[src/hw/rtl/acpe_pkg.sv]
// ============================================================================
// acpe_pkg
// Shared constants, codes and controller/datapath interface types.
// ============================================================================
package acpe_pkg;

    // Table geometry
    localparam int MAX_JOBS    = 16;
    localparam int MACHINES    = 3;
    localparam int ROUND_SLOTS = 16;
    localparam int TBL_DEPTH   = MACHINES * (MAX_JOBS + 1) * MAX_JOBS;
    localparam int TBL_AW      = $clog2(TBL_DEPTH);
    localparam int SLOT_AW     = $clog2(ROUND_SLOTS);
    localparam int CNT_W       = SLOT_AW + 1;

    // Field widths
    localparam int EXP_W  = 3;
    localparam int EVAP_W = 17;
    localparam int WORD_W = 32;
    localparam int TIME_W = 16;
    localparam int MKS_W  = 24;
    localparam int RND_W  = 31;
    localparam int POS_W  = 4;
    localparam int POW_W  = 41;
    localparam int WGT_W  = 24;
    localparam int IN_W   = 88;
    localparam int OUT_W  = 40;

    // Arithmetic constants
    localparam logic [POW_W-1:0]  POW_CAP    = 41'h100_0000_0000;
    localparam logic [EVAP_W-1:0] FIX_ONE    = 17'h1_0000;
    localparam logic [WGT_W-1:0]  WEIGHT_MAX = 24'hFF_FFFF;
    localparam logic [WORD_W-1:0] TAU_LIMIT  = 32'd65536000;

    // Item kinds
    localparam logic MODE_CAND  = 1'b0;
    localparam logic MODE_REINF = 1'b1;

    typedef enum logic [1:0] {
        CFG_TAU_EXP  = 2'd0,
        CFG_TIME_EXP = 2'd1,
        CFG_EVAP     = 2'd2,
        CFG_DEPOSIT  = 2'd3
    } cfg_idx_t;

    typedef enum logic [1:0] {
        DIV_RECIP = 2'd0,
        DIV_MOD   = 2'd1,
        DIV_DEP   = 2'd2
    } div_sel_t;

    typedef struct packed {
        logic     clr_step;
        logic     ld_item;
        logic     tbl_rd;
        logic     ld_tau;
        logic     tp_lo;
        logic     tp_hi;
        logic     tm_init;
        logic     tm_lo;
        logic     tm_hi;
        logic     div_start;
        div_sel_t div_sel;
        logic     ld_recip;
        logic     ld_weight;
        logic     accum;
        logic     pos_init;
        logic     ld_choice;
        logic     sc_rd;
        logic     sc_take;
        logic     sc_next;
        logic     rf_chk;
        logic     ld_add;
        logic     rf_sum;
        logic     emit;
    } cmd_t;

    typedef struct packed {
        logic clr_done;
        logic mode;
        logic last;
        logic tp_more;
        logic tm_more;
        logic p_zero;
        logic sum_zero;
        logic div_busy;
        logic upd_ok;
        logic sc_more;
        logic sc_hit;
        logic out_free;
    } status_t;

endpackage

[src/hw/rtl/acpe_ctrl.sv]
// ============================================================================
// acpe_ctrl
// Sequencer: steps the datapath through clearing, weighting, roulette and
// reinforcement.
// ============================================================================
module acpe_ctrl (
    input  logic              aclk,
    input  logic              aresetn,
    input  logic              s_tvalid,
    output logic              s_tready,
    input  acpe_pkg::status_t st,
    output acpe_pkg::cmd_t    cmd
);
    import acpe_pkg::*;

    typedef enum logic [21:0] {
        ST_CLEAR   = 22'd1 << 0,
        ST_IDLE    = 22'd1 << 1,
        ST_READ    = 22'd1 << 2,
        ST_TAU     = 22'd1 << 3,
        ST_TP_CHK  = 22'd1 << 4,
        ST_TP_LO   = 22'd1 << 5,
        ST_TP_HI   = 22'd1 << 6,
        ST_TM_CHK  = 22'd1 << 7,
        ST_TM_LO   = 22'd1 << 8,
        ST_TM_HI   = 22'd1 << 9,
        ST_RECIP   = 22'd1 << 10,
        ST_RECIP_W = 22'd1 << 11,
        ST_WEIGHT  = 22'd1 << 12,
        ST_ACCUM   = 22'd1 << 13,
        ST_MOD     = 22'd1 << 14,
        ST_MOD_W   = 22'd1 << 15,
        ST_SC_RD   = 22'd1 << 16,
        ST_SC_CMP  = 22'd1 << 17,
        ST_RF_CHK  = 22'd1 << 18,
        ST_RF_W    = 22'd1 << 19,
        ST_RF_SUM  = 22'd1 << 20,
        ST_EMIT    = 22'd1 << 21
    } state_t;

    state_t state_reg;
    state_t state_next;

    // State register
    always_ff @(posedge aclk) begin
        if (!aresetn) begin
            state_reg <= ST_CLEAR;
        end else begin
            state_reg <= state_next;
        end
    end

    // Next state and commands
    always_comb begin
        state_next = state_reg;
        cmd        = '0;
        s_tready   = 1'b0;
        case (state_reg)
            ST_CLEAR: begin
                cmd.clr_step = 1'b1;
                if (st.clr_done) begin
                    state_next = ST_IDLE;
                end
            end
            ST_IDLE: begin
                s_tready = 1'b1;
                if (s_tvalid) begin
                    cmd.ld_item = 1'b1;
                    state_next  = ST_READ;
                end
            end
            ST_READ: begin
                cmd.tbl_rd = 1'b1;
                state_next = ST_TAU;
            end
            ST_TAU: begin
                cmd.ld_tau = 1'b1;
                state_next = (st.mode == MODE_REINF) ? ST_RF_CHK : ST_TP_CHK;
            end
            ST_TP_CHK: begin
                if (st.tp_more) begin
                    state_next = ST_TP_LO;
                end else begin
                    cmd.tm_init = 1'b1;
                    state_next  = ST_TM_CHK;
                end
            end
            ST_TP_LO: begin
                cmd.tp_lo  = 1'b1;
                state_next = ST_TP_HI;
            end
            ST_TP_HI: begin
                cmd.tp_hi  = 1'b1;
                state_next = ST_TP_CHK;
            end
            ST_TM_CHK: begin
                state_next = st.tm_more ? ST_TM_LO : ST_RECIP;
            end
            ST_TM_LO: begin
                cmd.tm_lo  = 1'b1;
                state_next = ST_TM_HI;
            end
            ST_TM_HI: begin
                cmd.tm_hi  = 1'b1;
                state_next = ST_TM_CHK;
            end
            ST_RECIP: begin
                if (st.p_zero) begin
                    cmd.ld_recip = 1'b1;
                    state_next   = ST_WEIGHT;
                end else begin
                    cmd.div_start = 1'b1;
                    cmd.div_sel   = DIV_RECIP;
                    state_next    = ST_RECIP_W;
                end
            end
            ST_RECIP_W: begin
                if (!st.div_busy) begin
                    cmd.ld_recip = 1'b1;
                    state_next   = ST_WEIGHT;
                end
            end
            ST_WEIGHT: begin
                cmd.ld_weight = 1'b1;
                state_next    = ST_ACCUM;
            end
            ST_ACCUM: begin
                cmd.accum  = 1'b1;
                state_next = st.last ? ST_MOD : ST_IDLE;
            end
            ST_MOD: begin
                cmd.pos_init = 1'b1;
                if (st.sum_zero) begin
                    state_next = ST_EMIT;
                end else begin
                    cmd.div_start = 1'b1;
                    cmd.div_sel   = DIV_MOD;
                    state_next    = ST_MOD_W;
                end
            end
            ST_MOD_W: begin
                if (!st.div_busy) begin
                    cmd.ld_choice = 1'b1;
                    state_next    = ST_SC_RD;
                end
            end
            ST_SC_RD: begin
                if (st.sc_more) begin
                    cmd.sc_rd  = 1'b1;
                    state_next = ST_SC_CMP;
                end else begin
                    state_next = ST_EMIT;
                end
            end
            ST_SC_CMP: begin
                if (st.sc_hit) begin
                    cmd.sc_take = 1'b1;
                    state_next  = ST_EMIT;
                end else begin
                    cmd.sc_next = 1'b1;
                    state_next  = ST_SC_RD;
                end
            end
            ST_RF_CHK: begin
                cmd.rf_chk = 1'b1;
                if (st.upd_ok) begin
                    cmd.div_start = 1'b1;
                    cmd.div_sel   = DIV_DEP;
                    state_next    = ST_RF_W;
                end else begin
                    state_next = ST_EMIT;
                end
            end
            ST_RF_W: begin
                if (!st.div_busy) begin
                    cmd.ld_add = 1'b1;
                    state_next = ST_RF_SUM;
                end
            end
            ST_RF_SUM: begin
                cmd.rf_sum = 1'b1;
                state_next = ST_EMIT;
            end
            ST_EMIT: begin
                if (st.out_free) begin
                    cmd.emit   = 1'b1;
                    state_next = ST_IDLE;
                end
            end
            default: begin
                state_next = ST_IDLE;
            end
        endcase
    end
endmodule

[config.mk]
export PLATFORM = sky130hd
export DESIGN_NAME = acpe_ctrl
export DESIGN_NICKNAME = d
export VERILOG_FILES = /design/src/hw/rtl/acpe_pkg.sv /design/src/hw/rtl/acpe_ctrl.sv
export SDC_FILE = /design/constraint.sdc
export NUM_CORES = 1
export LEC_CHECK = 0
export ABC_AREA = 0
export ABC_CLOCK_PERIOD_IN_PS = 2200
export BUFFER_PORTS_ARGS = -buffer_cell sky130_fd_sc_hd__buf_2
export CAP_MARGIN = 20
export CORE_AREA = 2 2 73 75
export CTS_CLUSTER_DIAMETER = 150
export DETAILED_ROUTE_END_ITERATION = 10
export DIE_AREA = 0 0 75 77
export HOLD_SLACK_MARGIN = 0.1
export PLACE_DENSITY = 0.55
export SLEW_MARGIN = 20
export SYNTH_ARGS = -nofsm -noshare
export SYNTH_HDL_FRONTEND = slang
export SYNTH_SLANG_ARGS = --single-unit
[constraint.sdc]
create_clock -name aclk -period 2.2 [get_ports aclk]
set_input_delay 0.22 -clock aclk [delete_from_list [all_inputs] [get_ports aclk]]
set_output_delay 0.22 -clock aclk [all_outputs]
set_load 0.05 [all_outputs]
==> results of run 1 <==
[area by class of cell]
cell class	instances	area, um2	share of cell area (%)
Sequential cell	22	465	16.9
Clock buffer	4	55.1	1.99
Tap cell	70	87.6	3.17
Timing Repair Buffer	100	828	30.0
Multi-Input combinational cell	151	1300	47.0
Inverter	6	26.3	0.952
[power by group through the flow]
| stage | logic [mW] | registers (mW) | clock network (mW) |
|---|---|---|---|
| after floorplan | 0.110 | 0.419 | 0 |
| after global placement | 0.193 | 0.421 | 0 |
| after detailed placement | 0.193 | 0.421 | 0 |
| after CTS | 0.208 | 0.412 | 0.307 |
| after global routing | 0.263 | 0.413 | 0.321 |
| final | 0.248 | 0.412 | 0.295 |
[metal layers]
layer / global-route usage [%] / up-vias / part of all wire, %
li1: - / 889 / -
met1: 24.9 / 877 / 45
met2: 29.9 / 56 / 50
met3: 4.20 / 10 / 3.9
met4: 5.54 / 0 / 1.8
met5: 0 / - / 0
[critical path: stages, from the launching register on]
cell and delay [ps]:
dfxtp_2 340, nor4_4 370, nand2_2 140, nor3_4 160
nand3_2 110, or4_4 460, clkinvlp_4 100, buf_8 140
[cells in the final DEF (no fill, tap or decap), types with 2 or more instances in the layout]
cell type	instances
buf_4	55
buf_6	22
nand2_1	17
buf_2	17
nor2_1	13
dfxtp_2	11
nand2b_1	10
dfxtp_1	8
nor4_1	7
nor4_4	6
nor3_2	5
inv_1	5
buf_8	5
nor3_4	4
nor2_4	4
or3_4	4
nor3b_4	4
or4_1	4
nor3_1	4
nand3_1	4
and3_1	4
clkbuf_8	4
nor2_2	3
nor4_2	3
or4b_2	3
and4_1	3
xnor2_1	3
xor2_1	3
dfxtp_4	3
nand4_4	2
nand2_4	2
and2_1	2
nor2b_1	2
or3_1	2
and4b_1	2
o21a_1	2
o21ai_0	2
a31oi_1	2
a21boi_1	2
[through the flow]
stage                     power [mW]  instance area (um2)
after global routing           0.997                 2760
after detailed placement       0.614                 2200
final                          0.955                 2760
after global placement         0.613                 2200
after CTS                      0.927                 2490
after floorplan                0.529                 1630
[logic make-up after synthesis]
kind of cell	Yosys count	synth area share [%]
flip-flops	22	29.2
AO/OA/AOI/OAI	23	12.0
XOR/XNOR	6	3.49
buffers and inverters	10	3.15
AND/OR/NAND/NOR	122	52.1
[final timing paths]
kind	from	end	cells past startpoint
setup reg to reg	state_reg[0]	state_reg[1]	7
setup / recovery	state_reg[21]	cmd[18]	7
hold reg to reg	state_reg[1]	state_reg[1]	2
hold / removal	st[7]	state_reg[10]	2
[timing repair]
item / 4_1_cts / 5_1_grt
resized for setup: 46 / 64
pin swaps: 12 / 25
hold endpoints to repair: 0 / 0
endpoints found under the setup margin: 25 / 36
buffers inserted: 10 / 11
==> results.txt, run 1 <==
Synth unique cells: 52
CTS Sinks: 22
Number of flip-flops in the largest register: 22
Worst EP arrival: 2080 ps
Via density: 5.19
VDD IR max: 0.236 mV
Clock Power Share: 30.9%
Period utilization: 105%
Number of diodes: 0
Routed Antenna Nets: 0
Post-synth top area share: 29.2%
Die Width: 75 um
Total wire length: 5.46 mm
Initial antenna violation count: 0
Nets: 299
Initial DRC Count: 90
Failing checks: negative setup slack
Slew @ Worst Pin: 396 ps
Rows: 26
GRT Total Usage: 18.8%
Initial Utilization: 30.3%
Top-Level Pins: 40
DRC errors left: 0
Port Buffers: 39
Total CTS buffers: 3
Required time of the worst setup path: 1980 ps
Root buf cell: clkbuf_8
Fmax: 434 MHz
Layout area overhead: 83.2%
Int Pwr: 674 uW
Die footprint: 5780 um2
CTS max path bufs: 2
Drt pass-1 iters: 5
Flop pwr share: 43.2%
Synth Cell Area: 1510 um2
Most instantiated cells after synthesis: dfxtp_1 (22), nor2_1 (19), nand2_1 (18)
CP max FO: 4
Yosys Warn Count: 0
Inst Count DP: 329
Setup ws final: -103 ps
RSZ-0062 raised after global routing: yes
Final worst path period need: 2300 ps
Clock Pin Slew Worst Setup and Hold Paths: 80 ps
Synth async-reset ratio: 0%
Maximum number of pins on one net before global-route repair: 13
MaxCap Viol Count: 0
CP endpoint kind: primary output
Vias in the first global route: 1746
Non-filler cells, final: 353
Hold Path Class: primary input to flop
Pleak: 1.21 nW
Comb pwr share: 25.9%
Die Span Y: 77 um
Routability cong.: 0.840
Htree depth: 1
Slew Viols, Final: 0
Cts hold-fix bufs: 0
PwrDens: 346 nW/um2
Status: finished with violations
Avg Inst Size Synth: 8.24 um2
Later-pin clock latency in the skew report: 270 ps
#FFs+latches synth: 22
Final setup fails: 10
Worst Skew: 5.59 ps
Fin Setup TNS: -500 ps
Vias: 1832
Place WS: -21.9 ps
CTS tree: done
Sequential area share after synthesis: 29.2%
Synth Flop Type: dfxtp_1
Final count of hold timing violations: 0
Final Core Density: 55.5%
Post-synth EDFFs: 0
Syn nets: 198
Cell with the most instances after synthesis: dfxtp_1
Startpoint Class: flop
Layout cells sized above 1: 59.7%
Synth Instances: 183
Area leader, netlist: dfxtp_1
Critical path class: flop to primary output
Fill cells: 442
Reg2reg setup slack: 40 ps
Worst rel slew slack: 73.3%
Core ar.: 4980 um2
Detailed-route wire length per cell: 15.5 um
Overflow after GRT: 0
Dpl hpwl: 3.86 mm
First-pass GRT wire length: 8.36 mm
Top post-synthesis cells by area: dfxtp_1 (29%), nor4_1 (5.4%), nor2_1 (4.7%), nand2_1 (4.5%), nor4_4 (4.2%)
Sw frac: 29.4%
Hold slack: 140 ps
Sw power: 281 uW
No activity file was read; power rests on OpenSTA's default activity.
==> inputs of run 2 (changes only) <==
--- a/config.mk
+++ b/config.mk
@@ -6,7 +6,7 @@
 export NUM_CORES = 1
 export LEC_CHECK = 0
 export ABC_AREA = 0
-export ABC_CLOCK_PERIOD_IN_PS = 2200
+export ABC_CLOCK_PERIOD_IN_PS = 2850
 export BUFFER_PORTS_ARGS = -buffer_cell sky130_fd_sc_hd__buf_2
 export CAP_MARGIN = 20
 export CORE_AREA = 2 2 73 75
==> constraint.sdc (replaced) <==
create_clock -name aclk -period 2.85 [get_ports aclk]
set_input_delay 0.285 -clock aclk [delete_from_list [all_inputs] [get_ports aclk]]
set_output_delay 0.285 -clock aclk [all_outputs]
set_load 0.05 [all_outputs]
==> run 2 against run 1 <==
Effect of this change:
- sequential power is 22% lower
- critical path depth down 2
- critical path type unchanged
- final cell count fell by 16%
- non-clock buffer count shrank 57
- wire length is 21% lower
- via count down 15%
- the run now ends clean
- combinational power fell by 54%
==> results.txt, run 2 (synthesis results as in run 1) <==
Period utilization: 93.7%
Slowest stage delay, CP: 520 ps
Final setup fails: 0
Worst Skew: 3.48 ps
MaxCap Viol Count: 0
Initial antenna violation count: 0
Via density: 5.22
Port Buffers: 39
Slew @ Worst Pin: 611 ps
Fmax: 374 MHz
RSZ-0062 raised after global routing: no
Startpoint Class: flop
Clock Pin Slew Worst Setup and Hold Paths: 90 ps
DRC errors left: 0
Layout area overhead: 26.9%
Worst rel slew slack: 59.1%
Top-Level Pins: 40
Reg2reg setup slack: 550 ps
Dpl hpwl: 3.31 mm
Most common cell after layout, fill and taps aside: buf_2
Fin Setup TNS: 0 ps
Worst-path cell chain: nor4_4, nand4_2, or3_1, nor3b_2, buf_2
Initial DRC Count: 93
Pleak: 0.843 nW
CTS tree: done
Vias: 1549
Hold slack: 183 ps
Hold Path Class: primary input to flop
Rows: 26
Die Width: 75 um
Nets: 243
Critical path class: flop to primary output
Final count of hold timing violations: 0
Hold Startpoint: st[7]
Later-pin clock latency in the skew report: 270 ps
Die Span Y: 77 um
Worst path bufs/invs: 1
Final worst path period need: 2670 ps
Number of diodes: 0
Die footprint: 5780 um2
CP endpoint kind: primary output
Hold path depth: 2
Setup ws final: 178 ps
Routed Antenna Nets: 0
Worst EP arrival: 2390 ps
RR Startpoint: state_reg[4]
First-pass GRT wire length: 7.41 mm
Commonest non-fill, non-tap cells in the layout: buf_2 (38), dfxtp_1 (22), nor2_1 (18), nand2_1 (18), nor4_1 (12)
Total CTS buffers: 3
FF-to-FF path depth: 6
CP max FO: 6
CTS max path bufs: 2
Layout cells sized above 1: 32.6%
WHS Endpoint: state_reg[10]
CP top delay family: simple AND/OR/NAND/NOR gates
Place WS: 401 ps
Detailed-route wire length per cell: 14.6 um
Vias in the first global route: 1524
Slew Viols, Final: 0
Root buf cell: clkbuf_8
Routability cong.: 0.948
Worst flop-to-flop path endpoint: state_reg[7]
Core ar.: 4980 um2
PwrDens: 385 nW/um2
Post-CTS Setup Inserts: 0
CTS Sinks: 22
GRT Total Usage: 16.5%
Overflow after GRT: 0
Htree depth: 1
Required time of the worst setup path: 2570 ps
Cell with the largest stage delay on the worst path: nor4_4
Initial Utilization: 30.3%
Total wire length: 4.33 mm
Drt pass-1 iters: 4
Number of flip-flops in the largest register: 22
Status: complete, no violations
VDD IR max: 0.160 mV
Maximum number of pins on one net before global-route repair: 14
[run 2: cell types whose count changed in the layout (fill, tap and decap cells not counted), moves of 5 or more]
cell and delta:
buf_6 -22, buf_8 -5, nor2_1 +5, buf_2 +21
nor3_1 +6, dfxtp_2 -11, dfxtp_1 +14, buf_4 -51
nor4_1 +5
[run 2: timing repair]
| item | CTS | global route |
|---|---|---|
| setup endpoints to repair | 0 | 2 |
| hold buffers | 0 | 0 |
| resized for setup | 0 | 2 |
[run 2: report_power, final]
part           total, mW  switching, mW  internal [mW]
sequential         0.320        0.00935          0.311
clock              0.303          0.115          0.188
combinational      0.113         0.0741         0.0389
total              0.737          0.199          0.538
[run 2: worst max path at each step]
| stage | from | to | slack [ps] | depth (start not counted) |
|---|---|---|---|---|
| after global routing | state_reg[19] | cmd[18] | 1 | 7 |
| final | state_reg[4] | cmd[15] | 180 | 5 |
| after detailed placement | state_reg[16] | cmd[18] | 400 | 7 |
| after floorplan | state_reg[18] | cmd[14] | 1 | 4 |
| after global placement | state_reg[16] | cmd[18] | 410 | 7 |
| after CTS | state_reg[16] | cmd[18] | 90 | 7 |
[run 2: metal layers]
layer | vias up | routed length, um | GRT usage (%)
li1 | 783 | - | -
met1 | 724 | 2040 | 23.3
met2 | 35 | 1990 | 24.8
met3 | 7 | 203 | 2.10
met4 | 0 | 90 | 6.61
met5 | - | 0 | 0
[run 2: metrics by stage]
step | cell area, um2 | cells | utilization (%) | power [mW]
after global routing | 1910 | 297 | 38.4 | 0.771
after CTS | 1900 | 296 | 38.1 | 0.743
after detailed placement | 1820 | 292 | 36.7 | 0.437
after global placement | 1820 | 292 | 36.7 | 0.437
final | 1910 | 297 | 38.4 | 0.737
after floorplan | 1540 | 183 | - | 0.399
[run 2: area by class of cell]
| cell class | instances | area, um2 |
|---|---|---|
| Clock buffer | 3 | 41.3 |
| Clock inverter | 1 | 30.0 |
| Fill cell | 542 | 3060 |
| Inverter | 6 | 22.5 |
| Multi-Input combinational cell | 152 | 1060 |
| Sequential cell | 22 | 440 |
| Tap cell | 70 | 87.6 |
| Timing Repair Buffer | 43 | 228 |
